## config.mk

```make
export PLATFORM = sky130hd
export DESIGN_NAME = tcw_seq
export DESIGN_NICKNAME = d
export VERILOG_FILES = /design/src/tcw_pkg.sv /design/src/tcw_seq.sv
export VERILOG_INCLUDE_DIRS = /design/src /design/src/src
export SDC_FILE = /design/constraint.sdc
export NUM_CORES = 1
export LEC_CHECK = 0
export ABC_AREA = 1
export BUFFER_PORTS_ARGS = -buffer_cell sky130_fd_sc_hd__buf_2
export CAP_MARGIN = 20
export CORE_MARGIN = 2
export CORE_UTILIZATION = 47
export DETAILED_ROUTE_END_ITERATION = 8
export PLACE_DENSITY = 0.78
export SETUP_SLACK_MARGIN = 0.02
export SYNTH_ARGS = -nofsm -noshare
export SYNTH_HDL_FRONTEND = slang
export SYNTH_SLANG_ARGS = --single-unit
```

## constraint.sdc

```tcl
create_clock -name clk -period 2 [get_ports clk]
set_clock_uncertainty 0.05 [all_clocks]
set_input_delay 0.1 -clock clk [delete_from_list [all_inputs] [get_ports clk]]
set_output_delay 0.1 -clock clk [all_outputs]
set_load 0.01 [all_outputs]
```

## src/text_console_writer_macros.svh

```systemverilog
// Assertion shorthands used by the console sequencer.
`ifndef TEXT_CONSOLE_WRITER_MACROS_SVH
`define TEXT_CONSOLE_WRITER_MACROS_SVH

// Same-cycle implication, checked out of reset only.
`define TCW_ASSERT_IMP(label, clk, rst_n, ante, cons) \
	label: assert property (@(posedge clk) disable iff (!rst_n) (ante) |-> (cons)) \
		else $error("tcw: same-cycle check failed");

// Next-cycle implication, checked out of reset only.
`define TCW_ASSERT_NEXT(label, clk, rst_n, ante, cons) \
	label: assert property (@(posedge clk) disable iff (!rst_n) (ante) |=> (cons)) \
		else $error("tcw: next-cycle check failed");

`endif

```

## src/tcw_pkg.sv

```systemverilog
`timescale 1ns / 1ps

package tcw_pkg;

	// Item kinds
	localparam logic [1:0] KIND_PUT   = 2'd0;
	localparam logic [1:0] KIND_CLEAR = 2'd1;
	localparam logic [1:0] KIND_READ  = 2'd2;

	// Control characters
	localparam logic [7:0] CHAR_NEWLINE   = 8'h0A;
	localparam logic [7:0] CHAR_RETURN    = 8'h0D;
	localparam logic [7:0] CHAR_BACKSPACE = 8'h08;
	localparam logic [7:0] CHAR_BLANK     = 8'h20;

	// Cell contents after reset
	localparam logic [15:0] RESET_CELL = 16'h0720;

	// Configuration registers
	localparam int         CFG_INDEX_W = 2;
	localparam int         COLOR_W     = 4;
	localparam logic [CFG_INDEX_W-1:0] REG_FOREGROUND = 2'd0;
	localparam logic [CFG_INDEX_W-1:0] REG_BACKGROUND = 2'd1;
	localparam logic [COLOR_W-1:0]     FG_RESET       = 4'h7;
	localparam logic [COLOR_W-1:0]     BG_RESET       = 4'h0;

	typedef struct packed {
		logic [1:0]  kind;
		logic [7:0]  char_code;
		logic [10:0] read_address;
	} item_t;

	typedef struct packed {
		logic [6:0]  cursor_column;
		logic [4:0]  cursor_row;
		logic [15:0] cell_data;
	} result_t;

endpackage

```

## src/tcw_seq.sv

```systemverilog
`timescale 1ns / 1ps
`include "text_console_writer_macros.svh"

module tcw_seq #(
	parameter int COLUMNS = 80,
	parameter int ROWS    = 25,
	localparam int CELLS  = COLUMNS * ROWS,
	localparam int AW     = $clog2(CELLS)
) (
	input  logic              clk,
	input  logic              arst_n,
	input  logic              start,
	output logic              busy,
	input  tcw_pkg::item_t    item,
	output logic              done,
	output tcw_pkg::result_t  result,
	input  logic [7:0]        attr,
	output logic              ram_we,
	output logic [AW-1:0]     ram_waddr,
	output logic [15:0]       ram_wdata,
	output logic [AW-1:0]     ram_raddr,
	input  logic [15:0]       ram_rdata
);

	localparam int COL_W = $clog2(COLUMNS);
	localparam int ROW_W = $clog2(ROWS);
	localparam int SPAN  = (ROWS - 1) * COLUMNS;

	localparam logic [2:0] ST_INIT   = 3'd0;
	localparam logic [2:0] ST_IDLE   = 3'd1;
	localparam logic [2:0] ST_CLEAR  = 3'd2;
	localparam logic [2:0] ST_SCROLL = 3'd3;
	localparam logic [2:0] ST_FLUSH  = 3'd4;
	localparam logic [2:0] ST_READ   = 3'd5;

	localparam logic [AW-1:0]    LAST_CELL = AW'(CELLS - 1);
	localparam logic [AW-1:0]    SPAN_END  = AW'(SPAN);
	localparam logic [ROW_W-1:0] LAST_ROW  = ROW_W'(ROWS - 1);

	logic [2:0]       state_q;
	logic [AW-1:0]    ptr_q;
	logic [COL_W-1:0] col_q;
	logic [ROW_W-1:0] row_q;
	logic             done_q;
	logic [15:0]      data_q;

	logic             wr_s1;
	logic [AW-1:0]    waddr_s1;
	logic             copy_s1;

	logic             accept;
	logic             is_put, is_clear, is_read;
	logic             addr_ok;
	logic             printable;
	logic [COL_W:0]   col_p1;
	logic [COL_W-1:0] col_d;
	logic [ROW_W-1:0] row_d;
	logic             row_inc;
	logic             scroll_go;
	logic [AW-1:0]    put_idx;
	logic [15:0]      blank;

	assign accept    = start && (state_q == ST_IDLE);
	assign busy      = (state_q != ST_IDLE);
	assign is_put    = (item.kind == tcw_pkg::KIND_PUT);
	assign is_clear  = (item.kind == tcw_pkg::KIND_CLEAR);
	assign is_read   = (item.kind == tcw_pkg::KIND_READ);
	assign addr_ok   = (32'(item.read_address) < CELLS);
	assign blank     = {attr, tcw_pkg::CHAR_BLANK};
	assign put_idx   = AW'(row_q) * AW'(COLUMNS) + AW'(col_q);
	assign col_p1    = {1'b0, col_q} + 1'b1;
	assign printable = (item.char_code != tcw_pkg::CHAR_NEWLINE)
	                && (item.char_code != tcw_pkg::CHAR_RETURN)
	                && (item.char_code != tcw_pkg::CHAR_BACKSPACE);

	// Work out the cursor move of a put
	always_comb begin
		col_d   = col_q;
		row_inc = 1'b0;
		priority if (item.char_code == tcw_pkg::CHAR_NEWLINE) begin
			col_d   = '0;
			row_inc = 1'b1;
		end else if (item.char_code == tcw_pkg::CHAR_RETURN) begin
			col_d = '0;
		end else if (item.char_code == tcw_pkg::CHAR_BACKSPACE) begin
			if (col_q != '0) begin
				col_d = col_q - 1'b1;
			end
		end else if (col_p1 == (COL_W + 1)'(COLUMNS)) begin
			col_d   = '0;
			row_inc = 1'b1;
		end else begin
			col_d = col_p1[COL_W-1:0];
		end
		scroll_go = row_inc && (row_q == LAST_ROW);
		row_d     = (row_inc && !scroll_go) ? row_q + 1'b1 : row_q;
	end

	// Pick the single write of this cycle
	always_comb begin
		ram_we    = 1'b0;
		ram_waddr = ptr_q;
		ram_wdata = blank;
		priority if (wr_s1) begin
			ram_we    = 1'b1;
			ram_waddr = waddr_s1;
			ram_wdata = copy_s1 ? ram_rdata : blank;
		end else if (state_q == ST_INIT) begin
			ram_we    = 1'b1;
			ram_wdata = tcw_pkg::RESET_CELL;
		end else if (state_q == ST_CLEAR) begin
			ram_we = 1'b1;
		end else if (accept && is_put && printable) begin
			ram_we    = 1'b1;
			ram_waddr = put_idx;
			ram_wdata = {attr, item.char_code};
		end else begin
			ram_we = 1'b0;
		end
	end

	// Scroll reads one row ahead, otherwise serve the read item
	assign ram_raddr = (state_q == ST_SCROLL) ? ptr_q + AW'(COLUMNS)
	                                          : AW'(item.read_address);

	// Register the scroll write until its read data returns
	always_ff @(posedge clk or negedge arst_n) begin
		if (!arst_n) begin
			wr_s1 <= 1'b0;
		end else begin
			wr_s1 <= (state_q == ST_SCROLL);
		end
	end

	always_ff @(posedge clk) begin
		waddr_s1 <= ptr_q;
		copy_s1  <= (ptr_q < SPAN_END);
	end

	// Sequence items and screen sweeps
	always_ff @(posedge clk or negedge arst_n) begin
		if (!arst_n) begin
			state_q <= ST_INIT;
			ptr_q   <= '0;
			col_q   <= '0;
			row_q   <= '0;
			done_q  <= 1'b0;
			data_q  <= '0;
		end else begin
			done_q <= 1'b0;
			unique case (state_q)
				ST_INIT: begin
					ptr_q <= ptr_q + 1'b1;
					if (ptr_q == LAST_CELL) begin
						ptr_q   <= '0;
						state_q <= ST_IDLE;
					end
				end
				ST_IDLE: begin
					if (accept) begin
						data_q <= '0;
						ptr_q  <= '0;
						priority if (is_put) begin
							col_q <= col_d;
							row_q <= row_d;
							if (scroll_go) begin
								state_q <= ST_SCROLL;
							end else begin
								done_q <= 1'b1;
							end
						end else if (is_clear) begin
							col_q   <= '0;
							row_q   <= '0;
							state_q <= ST_CLEAR;
						end else if (is_read && addr_ok) begin
							state_q <= ST_READ;
						end else begin
							done_q <= 1'b1;
						end
					end
				end
				ST_CLEAR: begin
					ptr_q <= ptr_q + 1'b1;
					if (ptr_q == LAST_CELL) begin
						state_q <= ST_IDLE;
						done_q  <= 1'b1;
					end
				end
				ST_SCROLL: begin
					ptr_q <= ptr_q + 1'b1;
					if (ptr_q == LAST_CELL) begin
						state_q <= ST_FLUSH;
					end
				end
				ST_FLUSH: begin
					state_q <= ST_IDLE;
					done_q  <= 1'b1;
				end
				ST_READ: begin
					data_q  <= ram_rdata;
					state_q <= ST_IDLE;
					done_q  <= 1'b1;
				end
				default: begin
					state_q <= ST_IDLE;
				end
			endcase
		end
	end

	assign done                 = done_q;
	assign result.cursor_column = 7'(col_q);
	assign result.cursor_row    = 5'(row_q);
	assign result.cell_data     = data_q;

	`TCW_ASSERT_IMP(a_done_when_idle, clk, arst_n, done_q, state_q == ST_IDLE)
	`TCW_ASSERT_IMP(a_cursor_in_range, clk, arst_n, 1'b1,
		(32'(col_q) < COLUMNS) && (32'(row_q) < ROWS))
	`TCW_ASSERT_IMP(a_copy_write_in_scroll, clk, arst_n, wr_s1,
		(state_q == ST_SCROLL) || (state_q == ST_FLUSH))
	`TCW_ASSERT_NEXT(a_scroll_ends_in_flush, clk, arst_n,
		(state_q == ST_SCROLL) && (ptr_q == LAST_CELL), state_q == ST_FLUSH)

endmodule

```

---- Word-level counts from Yosys, hierarchy flattened ----
Index checks and enable logic that the tools add are counted.
Widths: inputs -> output; s select.
storage, ports and cells
  register bits after elaboration ......... 56
  bits of input ports ..................... 48
  logic and storage cells ................. 113
operators by class
  add/sub/neg operators ................... 6
  multipliers ............................. 1
  order comparisons ....................... 2
  equal/unequal tests ..................... 24
  multiplexer cells ....................... 48
  reduce and logical (&&, ||, !) cells .... 23
operator list
  kind                   number
  $mux 11                7
  $mux 16                4
  $mux 7                 7
  $pmux 11 s3            1
  $pmux 16 s2            1
  $eq 8x4->1 const B     3
  $ne 8x4->1 const B     3
  $lt 11x11->1 const B   2
  $mux 3                 7
  $mux 8                 2
  $mux 5                 3
  $mux 1                 14
  $add 11x1->11 const B  1
  $add 11x7->11          1
  $add 11x7->11 const B  1
  $eq 11x11->1 const B   1
  $pmux 3 s3             1
  $add 7x1->8 const B    1
  $eq 8x7->1 const B     1
  $logic_and 1x1->1      8
  $reduce_and 4->1       2
  $mul 5x3->7 const B    1
  $reduce_bool 7->1      1
  $sub 7x1->7 const B    1
  22 further kinds       30

---- Logic depth before layout (Yosys ltp) ----
  depth in word-level cells ............... 11
  gate-level depth with buffers ........... 14
  mapped depth without buffers ............ 13

---- Worst setup path before layout ----
OpenSTA, ideal clock, no wires.
  path type ............................... flip-flop to output port
  start point ............................. register row_q[1]
  end point ............................... output port ram_waddr[10]
  arrival time ............................ 2.176 ns
  required time ........................... 1.850 ns
  slack ................................... -0.326 ns
  cell stages (with the launch flop) ...... 10
  path buffers ............................ 0
  cell sequence ........................... dfrtp_1 > ha_1 > ha_1 > fa_1 > xnor2_1 > nor2_1 > xnor2_1 > nand2_1 > o21ai_0 > o21ai_0
between the ends
  longest elaborated chain between the ends .. 6
RTL lines
  element                 RTL line        RTL
  start, declared         tcw_seq.sv:43   logic [ROW_W-1:0] row_q;
  start signal, assigned  tcw_seq.sv:165  row_q <= row_d;
  $mul 5x3->7             tcw_seq.sv:70   assign put_idx = AW'(row_q) * AW'(COLUMNS) + AW'(col_q);
  $add 11x7->11           tcw_seq.sv:70
  $mux 11                 tcw_seq.sv:113  end else if (accept && is_put && printable) begin
  $mux 11                 tcw_seq.sv:111  end else if (state_q == ST_CLEAR) begin
  $mux 11                 tcw_seq.sv:108  end else if (state_q == ST_INIT) begin
  $mux 11                 tcw_seq.sv:104  priority if (wr_s1) begin
  end, declared           tcw_seq.sv:19   output logic [AW-1:0] ram_waddr,
Every way passes these cells.

---- Worst setup path after layout ----
Ends and elaborated chain as after synthesis.

==> results by group <==
Floorplan
  – Core area: 0.00765 mm^2
  – Vertical die dimension: ~92 um
  – Initial Utilization: a little under half
  – Horiz. Die Dim: approximately 92 um
  – Floorplan die area: 0.00851 mm^2
  – Placement Rows: 32
  – IO Count: around 120

Timing
  – Final Hold Vio Count: 0
  – Maximum operating frequency: about 0.40 GHz
  – Final setup margin: -509 ps
  – Shortest clock period the worst path allows after layout: 2510 ps
  – Worst max-slew margin expressed relative to the limit: 72.1%
  – Endpoints failing setup: 28
  – Period Utilization, post-route: 125%
  – Number of max-slew violations in the final report: 0
  – RSZ-0062 raised after global routing: true
  – Tightest Pin Transition: 415 ps

GRT
  – Initial antenna violation count: 0
  – Wire length of the first global-routing pass: 18,200 um
  – Pin count of the biggest net entering global routing: 33
  – Via count of the first global-routing pass: 3,907
  – Aggregate global-route resource usage: 26.3%
  – Remaining global-route overflow: 0

Routing
  – Vias per inst: 5.57
  – Drt total wl: 12,900 um
  – Number of vias after detailed routing: 4,386
  – First-iteration detailed-routing DRC count: roughly 400
  – DRC errors left: 0
  – Number of iterations in the first detailed-routing pass: 6
  – Average wire per standard cell: approximately 16 um
  – Number of antenna-violating nets in the routed design: 0

Layout
  – Share of post-route cells with drive strength above 1: 41.4%
  – Final Instance Area: 0.00544 mm^2
  – Layout fillers: around 550
  – Post-synthesis to final-layout area growth: 48.5%
  – Final layout net count: between 700 and 800
  – # diodes: 0
  – Post-layout instance count excluding filler cells: 788

Logic synthesis
  – Number of flip-flops and latches in the synthesized netlist: 56
  – Synthesized instance count: 500
  – Post-synth net total: around 570
  – Area contributors post-synth: dfrtp_1 30%, nand2_1 11%, o21ai_0 8.9%
  – Portion of the post-synthesis area used by sequential elements: roughly 37%
  – Summed instance area of the synthesized netlist: between 0.003 and 0.004 mm^2
  – Average cell area after synthesis: 7.32 um^2
  – Synth top area share: 30.1%
  – Count of cell types in the netlist: 38
  – Syn. warnings: 0
  – Dominant cell type by area after synthesis: dfrtp_1

Place
  – Buffers added on ports: 116
  – GPL Wtd Cong: about 0.94
  – Placed standard-cell area: 0.00467 mm^2
  – Placed Cells incl. Taps: between 700 and 800
  – HPWL Detailed: a little over 8000 um

Pwr
  – Maximum vdd drop: 0.000660 V
  – Static Leakage: 2.72 nW
  – Switching power of the nets: 2.63 mW
  – Share of total power consumed by net switching: 45.1%
  – Pwr per Cell Area: ~1100 mW/mm^2
  – Reg power frac: a little over a quarter
  – Internal power consumption: 3.20 mW
  – Combinational power share: 59.8%
  – Portion of total power attributed to the clock network: approximately an eighth

Setup path
  – Required time at the worst-slack endpoint: approximately 1900 ps
  – Register-to-register setup slack: roughly 40 ps
  – Nature of the critical path startpoint: flop
  – CP Class: flop to output pin
  – Largest fanout on the critical path: 2
  – CP Data Arrival Time: 2360 ps
  – Type of destination of the critical path: output pin

Clocking
  – Deepest level of the CTS H-tree: 2
  – Max Root-Sink Buffers: 2
  – Clock tree from TritonCTS: done
  – Insertion delay to the later sink of the worst-skew pair: roughly 320 ps
  – Num CTS Buffers: 5
  – Clock-pin slew of the registers on the worst-case setup and hold paths: 110 ps
  – Root buffer cell: clkbuf_8
  – Clock tree sinks: between 50 and 60

Status
  – Violations in the final reports: setup timing
  – Run status: complete, but fails checks

Job
  – Max Cap Violations: 0

Worst hold path
  – Hold Crit Class: input pin to flop
cells by family after synthesis:
logic type | synth area share [%]
buffers and inverters | 8.98
adders and majority gates | 6.90
AOI/OAI and AO/OA | 15.9
DFF | 36.6
and+or+nand+nor | 27.8
xor gates and xnor gates | 3.59
muxes | 0.273
layout by cell type (no fill, tap or decap), drive strengths merged, types with 17 or more instances in the layout:
| master | instances |
|---|---|
| a21oi | 17 |
| buf | 187 |
| dfrtp | 44 |
| ha | 17 |
| inv | 72 |
| nand2 | 106 |
| nand3 | 53 |
| nor2 | 32 |
| o21ai | 74 |
power by group through the flow:
| stage | Sequential [mW] | Clock (mW) | Combinational [mW] |
|---|---|---|---|
| after global routing | 1.61 | 0.806 | 3.73 |
| after detailed placement | 1.57 | 0 | 2.70 |
| after CTS | 1.56 | 0.753 | 2.99 |
| after global placement | 1.56 | 0 | 2.62 |
| final | 1.58 | 0.757 | 3.48 |
| after floorplan | 1.66 | 0 | 1.53 |
registers in the layout (all words and copies together) (netlist names):
register and count:
data_q 16, ptr_q 11, waddr_s1 11, col_q 7, row_q 5, state_q 3, copy_s1 1, done 1
wr_s1 1
cell type report:
| type | count | area, um^2 | share of cell area (%) |
|---|---|---|---|
| inverters | 72 | 285 | 5.25 |
| well taps | 102 | 128 | 2.35 |
| repair buffers | 189 | 1240 | 22.8 |
| clock buffers | 6 | 72.6 | 1.33 |
| clock inverters | 2 | 35.0 | 0.644 |
| flip-flops and latches | 56 | 1350 | 24.9 |
| multi-input cells | 361 | 2320 | 42.7 |
final timing paths:
kind / end / cells past startpoint / startpoint
worst max register to register: col_q[6] / 10 / col_q[0]
max in group asynchronous: state_q[1] / 3 / arst_n
worst min-delay path: data_q[14] / 3 / ram_rdata[14]
worst min register to register: waddr_s1[0] / 0 / ptr_q[0]
min in group asynchronous: data_q[6] / 2 / arst_n
worst max-delay path: ram_waddr[10] / 10 / row_q[1]
metal layers:
layer / track usage (%) / part of all wire [%]
met4: 7.46 / 3.6
met2: 45.2 / 51
met5: 0 / 0
met3: 4.52 / 6.0
met1: 34.0 / 39
cells in the mapped netlist:
master    number
clkbuf_1       8
nor3_2         2
mux2i_1        1
nor2_4         3
nor3_4         1
or2_2          4
dfxtp_1       12
a21oi_1       17
nor4_1         2
a31oi_1        2
o21ai_0       65
nor3_1         9
o22ai_1       12
o21ai_1        9
a22oi_1        1
fa_1           2
inv_4          3
o211ai_1       3
nand3_1       53
a211oi_1       1
ha_1          17
nand4_1        6
inv_1         65
xor2_1        12
nand2_2        2
nor2_2         1
buf_6          1
nand2_4        1
nor2_1        26
dfrtp_1       44
nor2_8         2
buf_2          1
clkbuf_2       1
nor3b_1        1
clkinv_1       1
inv_2          3
xnor2_1        3
nand2_1      103
critical path, cell delays in order, from the launching register on:
cell	delay (ps)
dfrtp_2	440
ha_4	250
ha_4	160
fa_2	540
nand2_2	60
nor2_2	90
xnor2_1	140
nand2_1	80
o21ai_1	70
o21ai_1	70
buf_2	140
what timing repair did:
action,4_1_cts,5_1_grt
buffers inserted,15,15
pin swaps,20,22
resized for setup,34,70
hold endpoints to repair,16,0
endpoints found under the setup margin,34,49
hold buffers,2,0
gates cloned,2,0
through the flow:
step	util [%]	power, mW	setup TNS, ps	hold slack [ps]	setup WS (ps)
6_report	71.1	5.82	-7810	5.79	-509
5_1_grt	71.1	6.15	-10780	7.80	-592
4_1_cts	66.4	5.30	-4140	4.53	-499
3_5_place_dp	61.0	4.27	-407	-3.85	-223
3_3_place_gp	61.0	4.18	-249	-19.6	-156
2_1_floorplan	-	3.19	-125	-246	-125
(Power assumes the default switching activity.)
